## src/hw/rtl/crcfr_pkg.sv

```systemverilog
// ----------------------------------------------------------------------------
// crcfr_pkg
// types, codes and the crc byte update shared by the frame receiver
// ----------------------------------------------------------------------------
package crcfr_pkg;

  // stream widths
  localparam int unsigned TdataInW = 8;
  localparam int unsigned TdataOutW = 72;
  localparam int unsigned TuserOutW = 5;
  localparam int unsigned CfgIndexW = 8;
  localparam int unsigned CfgDataW = 16;

  // framing constants
  localparam logic [7:0] SYNC_FIRST = 8'h55;
  localparam logic [7:0] SYNC_SECOND = 8'hAA;
  localparam logic [15:0] CRC_SEED = 16'hFFFF;
  localparam logic [2:0] HDR_LAST_POS = 3'd5;

  // register indexes
  localparam logic [CfgIndexW-1:0] REG_MAX_PAYLOAD_LENGTH = 8'd0;
  localparam logic [CfgIndexW-1:0] REG_HOST_COMMAND_TYPE = 8'd1;
  localparam logic [CfgIndexW-1:0] REG_STATUS_TYPE = 8'd2;
  localparam logic [CfgIndexW-1:0] REG_STATUS_MIN_LENGTH = 8'd3;

  // frame status codes
  localparam logic [1:0] STATUS_GOOD = 2'd0;
  localparam logic [1:0] STATUS_BAD_CRC = 2'd1;
  localparam logic [1:0] STATUS_TOO_LONG = 2'd2;

  // dispatch kind codes
  localparam logic [1:0] KIND_OTHER = 2'd0;
  localparam logic [1:0] KIND_HOST = 2'd1;
  localparam logic [1:0] KIND_STATUS = 2'd2;

  // configuration register set
  typedef struct packed {
    logic [15:0] max_payload_length;
    logic [7:0]  host_command_type;
    logic [7:0]  status_type;
    logic [15:0] status_min_length;
  } cfg_t;

  // one result word
  typedef struct packed {
    logic        payload_valid;
    logic [7:0]  payload_byte;
    logic [15:0] payload_index;
    logic        frame_end;
    logic [1:0]  frame_status;
    logic [1:0]  frame_kind;
    logic [7:0]  frame_type;
    logic [7:0]  frame_flags;
    logic [15:0] frame_sequence;
    logic [15:0] frame_length;
  } res_t;

  // reflected ccitt crc, one byte per call
  function automatic logic [15:0] crc_feed(input logic [15:0] crc, input logic [7:0] b);
    logic [7:0] e;
    logic [7:0] f;
    e = crc[7:0] ^ b;
    f = e ^ {e[3:0], 4'b0000};
    return {8'h00, crc[15:8]} ^ {f, 8'h00} ^ {5'b00000, f, 3'b000} ^ {12'h000, f[7:4]};
  endfunction

endpackage

```

## src/hw/rtl/crcfr_cfg_regs.sv

```systemverilog
// ----------------------------------------------------------------------------
// crcfr_cfg_regs
// configuration registers written through the index/data channel
// ----------------------------------------------------------------------------
module crcfr_cfg_regs (
  input  logic                                 clk_i,
  input  logic                                 rst_ni,
  input  logic                                 we_i,
  input  logic [crcfr_pkg::CfgIndexW-1:0]      index_i,
  input  logic [crcfr_pkg::CfgDataW-1:0]       data_i,
  output crcfr_pkg::cfg_t                      cfg_o
);

  crcfr_pkg::cfg_t cfg_q, cfg_d;

  // register decode, writes beyond the list are dropped
  always_comb begin
    cfg_d = cfg_q;
    if (we_i) begin
      unique case (index_i)
        crcfr_pkg::REG_MAX_PAYLOAD_LENGTH: cfg_d.max_payload_length = data_i;
        crcfr_pkg::REG_HOST_COMMAND_TYPE:  cfg_d.host_command_type = data_i[7:0];
        crcfr_pkg::REG_STATUS_TYPE:        cfg_d.status_type = data_i[7:0];
        crcfr_pkg::REG_STATUS_MIN_LENGTH:  cfg_d.status_min_length = data_i;
        default: ;
      endcase
    end
  end

  // register file
  always_ff @(posedge clk_i or negedge rst_ni) begin
    if (!rst_ni) begin
      cfg_q.max_payload_length <= 16'd256;
      cfg_q.host_command_type <= 8'd1;
      cfg_q.status_type <= 8'd2;
      cfg_q.status_min_length <= 16'd8;
    end else begin
      cfg_q <= cfg_d;
    end
  end

  assign cfg_o = cfg_q;

endmodule

```

## src/hw/rtl/crcfr_parser.sv

```systemverilog
// ----------------------------------------------------------------------------
// crcfr_parser
// sync hunt, header capture, payload streaming and crc check, one byte a step
// ----------------------------------------------------------------------------
module crcfr_parser (
  input  logic             clk_i,
  input  logic             rst_ni,
  input  logic             step_i,
  input  logic [7:0]       byte_i,
  input  crcfr_pkg::cfg_t  cfg_i,
  output crcfr_pkg::res_t  res_o
);

  typedef enum logic [2:0] {
    PhHunt0 = 3'd0,
    PhHunt1 = 3'd1,
    PhHdr   = 3'd2,
    PhPay   = 3'd3,
    PhCrc   = 3'd4
  } phase_e;

  phase_e      phase_q, phase_d;
  logic [2:0]  hdr_pos_q, hdr_pos_d;
  logic [7:0]  hdr_type_q, hdr_type_d;
  logic [7:0]  hdr_flags_q, hdr_flags_d;
  logic [15:0] hdr_len_q, hdr_len_d;
  logic [15:0] hdr_seq_q, hdr_seq_d;
  logic [15:0] pay_cnt_q, pay_cnt_d;
  logic [15:0] crc_q, crc_d;
  logic [7:0]  crc_lo_q, crc_lo_d;
  logic        crc_cnt_q, crc_cnt_d;

  logic [15:0] crc_next;
  logic [16:0] cnt_inc;
  logic        show_hdr;

  assign crc_next = crcfr_pkg::crc_feed(crc_q, byte_i);
  assign cnt_inc = {1'b0, pay_cnt_q} + 17'd1;

  // next state and result for the byte in the input register
  always_comb begin
    phase_d = phase_q;
    hdr_pos_d = hdr_pos_q;
    hdr_type_d = hdr_type_q;
    hdr_flags_d = hdr_flags_q;
    hdr_len_d = hdr_len_q;
    hdr_seq_d = hdr_seq_q;
    pay_cnt_d = pay_cnt_q;
    crc_d = crc_q;
    crc_lo_d = crc_lo_q;
    crc_cnt_d = crc_cnt_q;
    res_o = '0;
    show_hdr = 1'b0;
    if (step_i) begin
      unique case (phase_q)
        PhHunt1: begin
          if (byte_i == crcfr_pkg::SYNC_SECOND) begin
            hdr_pos_d = '0;
            crc_d = crcfr_pkg::CRC_SEED;
            phase_d = PhHdr;
          end else if (byte_i != crcfr_pkg::SYNC_FIRST) begin
            phase_d = PhHunt0;
          end
        end
        PhHdr: begin
          crc_d = crc_next;
          unique case (hdr_pos_q)
            3'd0: hdr_type_d = byte_i;
            3'd1: hdr_flags_d = byte_i;
            3'd2: hdr_len_d = {hdr_len_q[15:8], byte_i};
            3'd3: hdr_len_d = {byte_i, hdr_len_q[7:0]};
            3'd4: hdr_seq_d = {hdr_seq_q[15:8], byte_i};
            default: hdr_seq_d = {byte_i, hdr_seq_q[7:0]};
          endcase
          if (hdr_pos_q >= crcfr_pkg::HDR_LAST_POS) begin
            hdr_pos_d = '0;
            pay_cnt_d = '0;
            crc_cnt_d = 1'b0;
            if (hdr_len_q > cfg_i.max_payload_length) begin
              res_o.frame_end = 1'b1;
              res_o.frame_status = crcfr_pkg::STATUS_TOO_LONG;
              show_hdr = 1'b1;
              phase_d = PhHunt0;
            end else if (hdr_len_q == '0) begin
              phase_d = PhCrc;
            end else begin
              phase_d = PhPay;
            end
          end else begin
            hdr_pos_d = hdr_pos_q + 3'd1;
          end
        end
        PhPay: begin
          crc_d = crc_next;
          res_o.payload_valid = 1'b1;
          res_o.payload_byte = byte_i;
          res_o.payload_index = pay_cnt_q;
          show_hdr = 1'b1;
          if (cnt_inc >= {1'b0, hdr_len_q}) begin
            phase_d = PhCrc;
            crc_cnt_d = 1'b0;
          end
          pay_cnt_d = cnt_inc[15:0];
        end
        PhCrc: begin
          if (!crc_cnt_q) begin
            crc_lo_d = byte_i;
            crc_cnt_d = 1'b1;
          end else begin
            crc_cnt_d = 1'b0;
            res_o.frame_end = 1'b1;
            show_hdr = 1'b1;
            phase_d = PhHunt0;
            if ({byte_i, crc_lo_q} == crc_q) begin
              res_o.frame_status = crcfr_pkg::STATUS_GOOD;
              if (hdr_type_q == cfg_i.host_command_type) begin
                res_o.frame_kind = crcfr_pkg::KIND_HOST;
              end else if (hdr_type_q == cfg_i.status_type &&
                           hdr_len_q >= cfg_i.status_min_length) begin
                res_o.frame_kind = crcfr_pkg::KIND_STATUS;
              end
            end else begin
              res_o.frame_status = crcfr_pkg::STATUS_BAD_CRC;
            end
          end
        end
        default: begin
          phase_d = (byte_i == crcfr_pkg::SYNC_FIRST) ? PhHunt1 : PhHunt0;
        end
      endcase
    end
    // header fields as they stand after this byte
    if (show_hdr) begin
      res_o.frame_type = hdr_type_d;
      res_o.frame_flags = hdr_flags_d;
      res_o.frame_sequence = hdr_seq_d;
      res_o.frame_length = hdr_len_d;
    end
  end

  // parser state
  always_ff @(posedge clk_i or negedge rst_ni) begin
    if (!rst_ni) begin
      phase_q <= PhHunt0;
      hdr_pos_q <= '0;
      hdr_type_q <= '0;
      hdr_flags_q <= '0;
      hdr_len_q <= '0;
      hdr_seq_q <= '0;
      pay_cnt_q <= '0;
      crc_q <= crcfr_pkg::CRC_SEED;
      crc_lo_q <= '0;
      crc_cnt_q <= 1'b0;
    end else begin
      phase_q <= phase_d;
      hdr_pos_q <= hdr_pos_d;
      hdr_type_q <= hdr_type_d;
      hdr_flags_q <= hdr_flags_d;
      hdr_len_q <= hdr_len_d;
      hdr_seq_q <= hdr_seq_d;
      pay_cnt_q <= pay_cnt_d;
      crc_q <= crc_d;
      crc_lo_q <= crc_lo_d;
      crc_cnt_q <= crc_cnt_d;
    end
  end

endmodule

```

## src/hw/rtl/crc_checked_frame_receiver_top.sv

```systemverilog
// ----------------------------------------------------------------------------
// crc_checked_frame_receiver_top
// sync/header/payload/crc16 deframer with streaming byte in, result word out
// ----------------------------------------------------------------------------
// Takes one received byte per cycle while the result stream does not stall
// and returns exactly one result word per byte, in order. Each byte passes an
// input register, one step of the parser (sync hunt, header capture, payload
// pass-through, reflected ccitt crc update and check) and the output register,
// from which its result word is offered; the per-byte crc update and parser
// step set the one-byte-per-cycle rate. The input register accepts a new byte
// while the output register holds a word not yet taken, if it is itself empty.
// Payload bytes are streamed before the crc verdict: discard them when the
// closing word reports a bad frame. Configuration writes are taken at any time
// but belong in idle periods.
module crc_checked_frame_receiver_top (
  input  logic                                  clk_i,
  input  logic                                  rst_ni,
  // byte input stream
  input  logic                                  s_axis_tvalid_i,
  output logic                                  s_axis_tready_o,
  input  logic [crcfr_pkg::TdataInW-1:0]        s_axis_tdata_i,   // [7:0] rx_byte
  // result stream
  output logic                                  m_axis_tvalid_o,
  input  logic                                  m_axis_tready_i,
  // [7:0] payload_byte, [23:8] payload_index, [31:24] frame_type,
  // [39:32] frame_flags, [55:40] frame_sequence, [71:56] frame_length
  output logic [crcfr_pkg::TdataOutW-1:0]       m_axis_tdata_o,
  // [0] payload_valid, [2:1] frame_status, [4:3] frame_kind
  output logic [crcfr_pkg::TuserOutW-1:0]       m_axis_tuser_o,
  output logic                                  m_axis_tlast_o,   // frame_end
  // configuration writes
  input  logic                                  cfg_valid_i,
  output logic                                  cfg_ready_o,
  input  logic [crcfr_pkg::CfgIndexW-1:0]       cfg_index_i,
  input  logic [crcfr_pkg::CfgDataW-1:0]        cfg_data_i
);

  crcfr_pkg::cfg_t cfg;
  crcfr_pkg::res_t step_res;
  crcfr_pkg::res_t out_res_q;

  logic       in_valid_q, in_valid_d;
  logic [7:0] in_byte_q;
  logic       out_valid_q, out_valid_d;
  logic       in_take;
  logic       advance;

  assign cfg_ready_o = 1'b1;

  crcfr_cfg_regs u_cfg_regs (
    .clk_i   (clk_i),
    .rst_ni  (rst_ni),
    .we_i    (cfg_valid_i & cfg_ready_o),
    .index_i (cfg_index_i),
    .data_i  (cfg_data_i),
    .cfg_o   (cfg)
  );

  // handshake between input register and output register
  assign advance = in_valid_q & (~out_valid_q | m_axis_tready_i);
  assign s_axis_tready_o = ~in_valid_q | advance;
  assign in_take = s_axis_tvalid_i & s_axis_tready_o;

  always_comb begin
    in_valid_d = in_valid_q;
    if (in_take) begin
      in_valid_d = 1'b1;
    end else if (advance) begin
      in_valid_d = 1'b0;
    end
    out_valid_d = out_valid_q;
    if (advance) begin
      out_valid_d = 1'b1;
    end else if (m_axis_tready_i) begin
      out_valid_d = 1'b0;
    end
  end

  crcfr_parser u_parser (
    .clk_i  (clk_i),
    .rst_ni (rst_ni),
    .step_i (advance),
    .byte_i (in_byte_q),
    .cfg_i  (cfg),
    .res_o  (step_res)
  );

  // valid flags
  always_ff @(posedge clk_i or negedge rst_ni) begin
    if (!rst_ni) begin
      in_valid_q <= 1'b0;
      out_valid_q <= 1'b0;
    end else begin
      in_valid_q <= in_valid_d;
      out_valid_q <= out_valid_d;
    end
  end

  // data registers
  always_ff @(posedge clk_i) begin
    if (in_take) begin
      in_byte_q <= s_axis_tdata_i;
    end
    if (advance) begin
      out_res_q <= step_res;
    end
  end

  // output packing
  assign m_axis_tvalid_o = out_valid_q;
  assign m_axis_tlast_o = out_res_q.frame_end;
  assign m_axis_tuser_o = {out_res_q.frame_kind, out_res_q.frame_status,
                           out_res_q.payload_valid};
  assign m_axis_tdata_o = {out_res_q.frame_length, out_res_q.frame_sequence,
                           out_res_q.frame_flags, out_res_q.frame_type,
                           out_res_q.payload_index, out_res_q.payload_byte};

endmodule

```

## config.mk

```make
export PLATFORM = sky130hd
export DESIGN_NAME = crc_checked_frame_receiver_top
export DESIGN_NICKNAME = d
export VERILOG_FILES = /design/src/hw/rtl/crcfr_pkg.sv /design/src/hw/rtl/crcfr_cfg_regs.sv /design/src/hw/rtl/crcfr_parser.sv /design/src/hw/rtl/crc_checked_frame_receiver_top.sv
export SDC_FILE = /design/constraint.sdc
export NUM_CORES = 1
export LEC_CHECK = 0
export ABC_AREA = 1
export BUFFER_PORTS_ARGS = -buffer_cell sky130_fd_sc_hd__clkbuf_2
export CORE_MARGIN = 8
export CORE_UTILIZATION = 59
export DETAILED_ROUTE_END_ITERATION = 6
export PLACE_DENSITY = 0.77
export SLEW_MARGIN = 20
export SYNTH_ARGS = -nofsm -noshare
export SYNTH_HDL_FRONTEND = slang
export SYNTH_SLANG_ARGS = --single-unit
```

## constraint.sdc

```tcl
create_clock -name clk_i -period 7.8 [get_ports clk_i]
set_input_delay 1.17 -clock clk_i [delete_from_list [all_inputs] [get_ports clk_i]]
set_output_delay 1.17 -clock clk_i [all_outputs]
set_load 0.01 [all_outputs]
```

== Word level (Yosys, flattened, before mapping) ==
Index checks and enable logic that the tools add are counted.

* Logic and storage cells: 144
* Flip-flop bits (word level): 231
* Input bits: 37

* Add/subtract/negate cells: 2
* Reduce and logical (&&, ||, !) cells: 24
* Magnitude comparators: 4
* Equal/unequal tests: 22
* Mux-type cells: 50
* Bitwise operators: 14

{| class="wikitable"
|+ Operator list
! cell !! number
|-
| $pmux 16 s2 || 4
|-
| $mux 16 || 6
|-
| $mux 8 || 6
|-
| $mux 3 || 11
|-
| $mux 25 || 1
|-
| $add 16x1->17 const B || 1
|-
| $ge 17x16->1 || 1
|-
| $eq 16x16->1 || 1
|-
| $eq 8x2->1 const B || 2
|-
| $eq 8x8->1 || 2
|-
| $ge 16x16->1 || 1
|-
| $gt 16x16->1 || 1
|-
| $logic_not 16->1 || 1
|-
| $xor 16x11->16 || 1
|-
| $xor 16x4->16 || 1
|-
| $xor 8x16->16 || 1
|-
| $xor 8x8->8 || 2
|-
| $reduce_and 3->1 || 5
|-
| $mux 1 || 13
|-
| $eq 3x2->1 const B || 4
|-
| $pmux 3 s2 || 2
|-
| $pmux 3 s4 || 1
|-
| $reduce_bool 2->1 || 5
|-
| $eq 8x1->1 const B || 1
|-
| 24 further kinds || 42
|}

== Longest topological paths before layout ==
* Depth in word-level cells: 7
* Depth in mapped cells: 23
* Gate-level depth less buffers: 23

== Modules after synthesis ==
Synthesis repeated with hierarchy kept, for this count alone.

* Cells, all modules: 1,264
* Area, all modules: 11,453.5 µm²

{| class="wikitable"
|+ By module, submodules not included
! module !! times used !! cells each !! area an instance (µm²) !! sequential area each (µm²)
|-
| crcfr_parser || 1 || 939 || 6,706.4 || 2,397.3
|-
| crc_checked_frame_receiver_top || 1 || 100 || 2,688.8 || 2,632.5
|-
| crcfr_cfg_regs || 1 || 225 || 2,058.2 || 1,206.2
|}

== Least setup slack after synthesis ==
OpenSTA, ideal clock, no wires.

* Path type: input -> register
* Start: in m_axis_tready_i
* End: reg u_parser.crc_q[15]
* Buffers on the path: 1
* Arrival: 4.064 ns
* Stages: 7
* Slack: 3.654 ns
* Path through: inv_1 -> nand2_1 -> nand2_1 -> inv_1 -> o211ai_2 -> buf_2 -> a22oi_1

* Word-level cells in the longest chain between the ends: 3

{| class="wikitable"
|+ RTL lines
! element !! RTL line !! source
|-
| start: declaration || crc_checked_frame_receiver_top.sv:24 || <nowiki>input logic m_axis_tready_i,</nowiki>
|-
| $or 1x1->1 || crc_checked_frame_receiver_top.sv:60 || <nowiki>assign advance = in_valid_q & (~out_valid_q | m_axis_tready_i);</nowiki>
|-
| $and 1x1->1 || crc_checked_frame_receiver_top.sv:60 ||
|-
| named net advance || crc_checked_frame_receiver_top.sv:46 || <nowiki>logic advance;</nowiki>
|-
| $reduce_and 3->1 (no line) || - ||
|-
| end signal: assignment || crcfr_parser.sv:151 || <nowiki>crc_q <= crcfr_pkg::CRC_SEED;</nowiki>
|-
| end signal: assignment || crcfr_parser.sv:162 || <nowiki>crc_q <= crc_d;</nowiki>
|-
| end: declaration || crcfr_parser.sv:29 || <nowiki>logic [15:0] crc_q, crc_d;</nowiki>
|}

The timed path passes the listed nets, and every way through them passes these cells.
A chain may end at the register's enable or synchronous reset.

== Worst setup path in the final report ==
* Start: reg u_parser.pay_cnt_q[0]
* End: reg u_parser.phase_q[1]

* Word-level cells in the longest chain between the ends: 4

{| class="wikitable"
|+ RTL lines
! element !! RTL line !! source
|-
| start: declaration || crcfr_parser.sv:28 || <nowiki>logic [15:0] pay_cnt_q, pay_cnt_d;</nowiki>
|-
| start signal: assignment || crcfr_parser.sv:161 || <nowiki>pay_cnt_q <= pay_cnt_d;</nowiki>
|-
| $add 16x1->17 || crcfr_parser.sv:38 || <nowiki>assign cnt_inc = {1'b0, pay_cnt_q} + 17'd1;</nowiki>
|-
| $ge 17x16->1 || crcfr_parser.sv:99 || <nowiki>if (cnt_inc >= {1'b0, hdr_len_q}) begin</nowiki>
|-
| $ne 2x1->1 (no line) || - ||
|-
| $reduce_and 5->1 (no line) || - ||
|-
| end signal: assignment || crcfr_parser.sv:144 || <nowiki>phase_q <= PhHunt0;</nowiki>
|-
| end signal: assignment || crcfr_parser.sv:155 || <nowiki>phase_q <= phase_d;</nowiki>
|-
| end: declaration || crcfr_parser.sv:22 || <nowiki>phase_e phase_q, phase_d;</nowiki>
|}

Every way passes these cells.

==> impl_metrics.csv <==
group,metric,value,unit
timing,layout_worst_path_cycle_share,40.7,%
route,ant_nets,0,
timing,final_max_slew_viol_count,0,
cts,cts.reportedPaths.clkPinSlew,0.06,ns
cts,clockBufferDepth,3,
worst_setup_path,arrival,3.58,ns
yosys,synth_largest_area_cell,"dfrtp_1",
timing,tns,0,ns
power_and_ir_drop,ir_drop,0.141,mV
worst_setup_path,cp-start-kind,"flip-flop",
global_route,grtUsageMet3,3.28,%
place,hpwl,18100,um
floorplan,rows,50,
route,vias,8408,
route,routed_via_density,5.37,
global_route,grt_pass1_wl,42300,um
power_and_ir_drop,power.clock.fraction,43.2,%
yosys,synth_warnings,0,
power_and_ir_drop,p_sw_share,23.7,%
global_route,grt_max_degree,79,
cts,cts_root_buffer,"clkbuf_16",
yosys,synth_edf_count,86,
yosys,yosys-top-cells-area,"dfrtp_1, edfxtp_1, inv_1, nand2_1, ha_1",
layout,fin_cells,1566,
floorplan,coreArea,18700,um^2
outcome,outcome,"finished, final reports clean",
yosys,ys.flop_type,"dfrtp_1",
route,first_pass_iters,5,
layout,fin_nets,1405,
place,globalplace.congestion,0.889,
timing,final-hold-violation-count,0,
timing,clock_skew,0.0102,ns
global_route,grt_most_used_layer,"met2",
yosys,synth_area_per_cell,9.37,um^2
cts,cts_tree,"done",
layout,stdcell_area,12900,um^2
yosys,muxShareOfSynthArea,0,%
cts,cts_made_buffers,24,
yosys,synth_top_area_share,27.8,%
place,port_buffers,116,
yosys,syn_nets,1291,
floorplan,fp.dieArea,23700,um^2
power_and_ir_drop,p_per_area,220,nW/um^2
floorplan,die_w,154,um
cts,cts.sinks,231,
place,place_ws,4.15,ns
global_route,grt.total_usage,22.0,%
worst_setup_path,cp_top_family,"simple AND/OR/NAND/NOR gates",
yosys,synthTopCellsByCount,"inv_1, nand2_1, dfrtp_1",
global_route,antenna_found_initial,0,
worst_setup_path,critical_path_required,8.20,ns
global_route,gr-total-overflow,0,
worst_setup_path,crit_top_cell,"nand2_1",
timing,worst_pin_slew,0.933,ns
yosys,synth_compound_area_share,9.37,%
global_route,grt_use_met1,27.3,%
worst_setup_path,critPathMaxFanout,6,
power_and_ir_drop,comb_power_share,8.0,%
yosys,synth_area,11200,um^2
layout,diodes,0,
route,wl,26100,um
yosys,yosys.area_share.simple,16.3,%
floorplan,io_pins,118,
cts,post_cts_buffers,0,
cts,cts.repair.resized,0,
place,place_area,12000,um^2
layout,layout-drive-gt1-share,17.5,%
timing,period_needed,3.18,ns
worst_hold_path,hold_class,"reg2reg",
yosys,synth_top_family_by_area,"simple AND/OR/NAND/NOR gates",
power_and_ir_drop,p_int,2.16,mW
worst_setup_path,path_cells,"ha_1 -> nand3_1 -> nor2_1 -> nand2_1 -> nor3_2 -> nand4_1 -> nor2_1 -> nand2_1 -> and2_1 -> ha_1 -> nand2_1 -> nor3_1 -> nand4_1 -> nand2_1 -> nor2_1 -> nand2_1 -> nand3_1 -> nand2_1 -> nand2_1",
cts,clock_latency,0.52,ns
worst_setup_path,critPathSlowestCell,"dfrtp_1",
route,wire_per_inst,16.6,um
yosys,synthCells,1200,
worst_setup_path,cp_slowest_stage_delay,0.42,ns
yosys,yosysMostFrequentCell,"inv_1",
yosys,ys_seq_area_share,55.5,%
yosys,yosysUniqueCellTypes,44,
layout,area_growth,14.6,%
yosys,synth_fa_ha_area_share,6.01,%
worst_setup_path,crit_buf_inv,0,
floorplan,fp.dieH,154,um
place,dpl.cell_count,1522,
timing,setup_viol,0,
job,cap_viol_max_count,0,
worst_setup_path,path_class,"reg2reg",
timing,fin_ws,4.62,ns
power_and_ir_drop,power.switching,672,uW
cts,ctsHoldBuffers,0,
power_and_ir_drop,p_leak,6.60,nW
cts,cts.htree.levels,1,
route,drc,0,
yosys,synthXorXnorAreaFrac,3.58,%
power_and_ir_drop,seqPwrFrac,48.8,%
global_route,grt_pass1_vias,8417,
yosys,async_flop_share,62.8,%
timing,slew-limit-headroom,37.7,%
route,first_iter_violations,562,
yosys,ys_seq_elements,231,
timing,rsz0062_at_grt,"no",
global_route,grt_use_met2,38.7,%
timing,clock.fmax,315,MHz
worst_setup_path,endpoint_kind,"flip-flop",
floorplan,start_util,60.1,%
==> power by group through the flow <==
stage / combinational, mW / sequential, mW / clock (mW)
2_1_floorplan: 0.107 / 1.41 / 0
3_3_place_gp: 0.224 / 1.40 / 0
3_5_place_dp: 0.229 / 1.40 / 0
4_1_cts: 0.231 / 1.38 / 1.24
5_1_grt: 0.253 / 1.39 / 1.28
6_report: 0.227 / 1.38 / 1.22
==> worst paths after layout <==
kind | slack [ns] | endpoint | from | depth (start not counted)
max | 4.62 | u_parser.phase_q[1] | u_parser.pay_cnt_q[0] | 19
min reg2reg | 0.48 | u_cfg_regs.cfg_o[10] | u_cfg_regs.cfg_o[10] | 2
max reg2reg | 4.62 | u_parser.phase_q[1] | u_parser.pay_cnt_q[0] | 19
max in group asynchronous | 5.75 | u_parser.pay_cnt_q[14] | rst_ni | 2
min | 0.48 | u_cfg_regs.cfg_o[10] | u_cfg_regs.cfg_o[10] | 2
min in group asynchronous | 0.70 | u_parser.hdr_type_q[0] | rst_ni | 1
==> flip-flops by register name, indices dropped and copies added (netlist names) <==
name and cells:
u_parser.pay_cnt_q 16, m_axis_tdata_o 72, u_parser.crc_q 16, m_axis_tuser_o 5, u_parser.crc_cnt_q 1, u_parser.hdr_type_q 8
m_axis_tvalid_o 1, in_valid_q 1, u_parser.phase_q 3, u_cfg_regs.cfg_o 48, u_parser.hdr_flags_q 8, u_parser.hdr_len_q 16
u_parser.hdr_pos_q 3, in_byte_q 8, u_parser.crc_lo_q 8, m_axis_tlast_o 1, u_parser.hdr_seq_q 16
==> metal layers <==
metal | vias to the layer above | wire, um | part of all wire [%]
li1 | 4083 | - | -
met1 | 4040 | 10900 | 42
met2 | 240 | 13100 | 50
met3 | 45 | 1440 | 5.5
met4 | 0 | 616 | 2.4
met5 | - | 0 | 0
==> stage by stage <==
step | total power [mW] | hold WS (ns) | utilization, %
6_report | 2.83 | 0.483 | 68.8
3_3_place_gp | 1.63 | 0.465 | 64.2
2_1_floorplan | 1.52 | 0.451 | -
5_1_grt | 2.93 | 0.505 | 68.8
3_5_place_dp | 1.63 | 0.469 | 64.2
4_1_cts | 2.85 | 0.489 | 68.8
==> logic make-up (layout without fill, tap and decap cells) <==
kind of cell / count (synthesis) / in the layout
AOI/OAI and AO/OA: 179 / 179
DFF: 231 / 231
other: 1 / 1
buffers and inverters: 268 / 400
xor gates and xnor gates: 46 / 46
and+or+nand+nor: 421 / 421
adders and majority gates: 54 / 54
==> cell type report <==
cell class | instances | area [um^2]
clock inverter | 10 | 144
sequential | 231 | 6240
clock buffer | 34 | 721
fill | 1461 | 5830
multi-input combinational | 701 | 3990
inverter | 237 | 891
tap | 234 | 293
timing repair buffer | 119 | 609
==> tightest hold or removal path, cell delays in order, from the launching register on <==
cell and delay, ns:
dfrtp_1 0.34, nand2_1 0.05, o21ai_0 0.06
==> cell usage in the layout, fill, tap and decap left out, types with 2 or more instances in the layout <==
master	instances
a22oi_1	13
a21oi_1	25
clkbuf_16	26
xnor2_1	24
nor2_2	2
a31oi_1	2
clkbuf_2	115
nand2_1	219
nand2_2	4
a32oi_1	7
clkinv_2	3
buf_4	3
dfstp_2	20
nor2_4	5
o22ai_2	8
nand3_1	23
nor2_1	113
xor2_1	22
clkbuf_1	4
o21ai_0	92
o22ai_1	17
nand4_1	17
nor2_8	2
or2_2	9
clkinv_4	5
o21ai_1	11
edfxtp_1	86
inv_1	220
nor3_2	2
dfrtp_1	125
inv_2	16
bufinv_16	3
ha_1	54
clkbuf_8	4
nor3_1	11
nor4_1	7
Power figures use the tool's default switching activity.
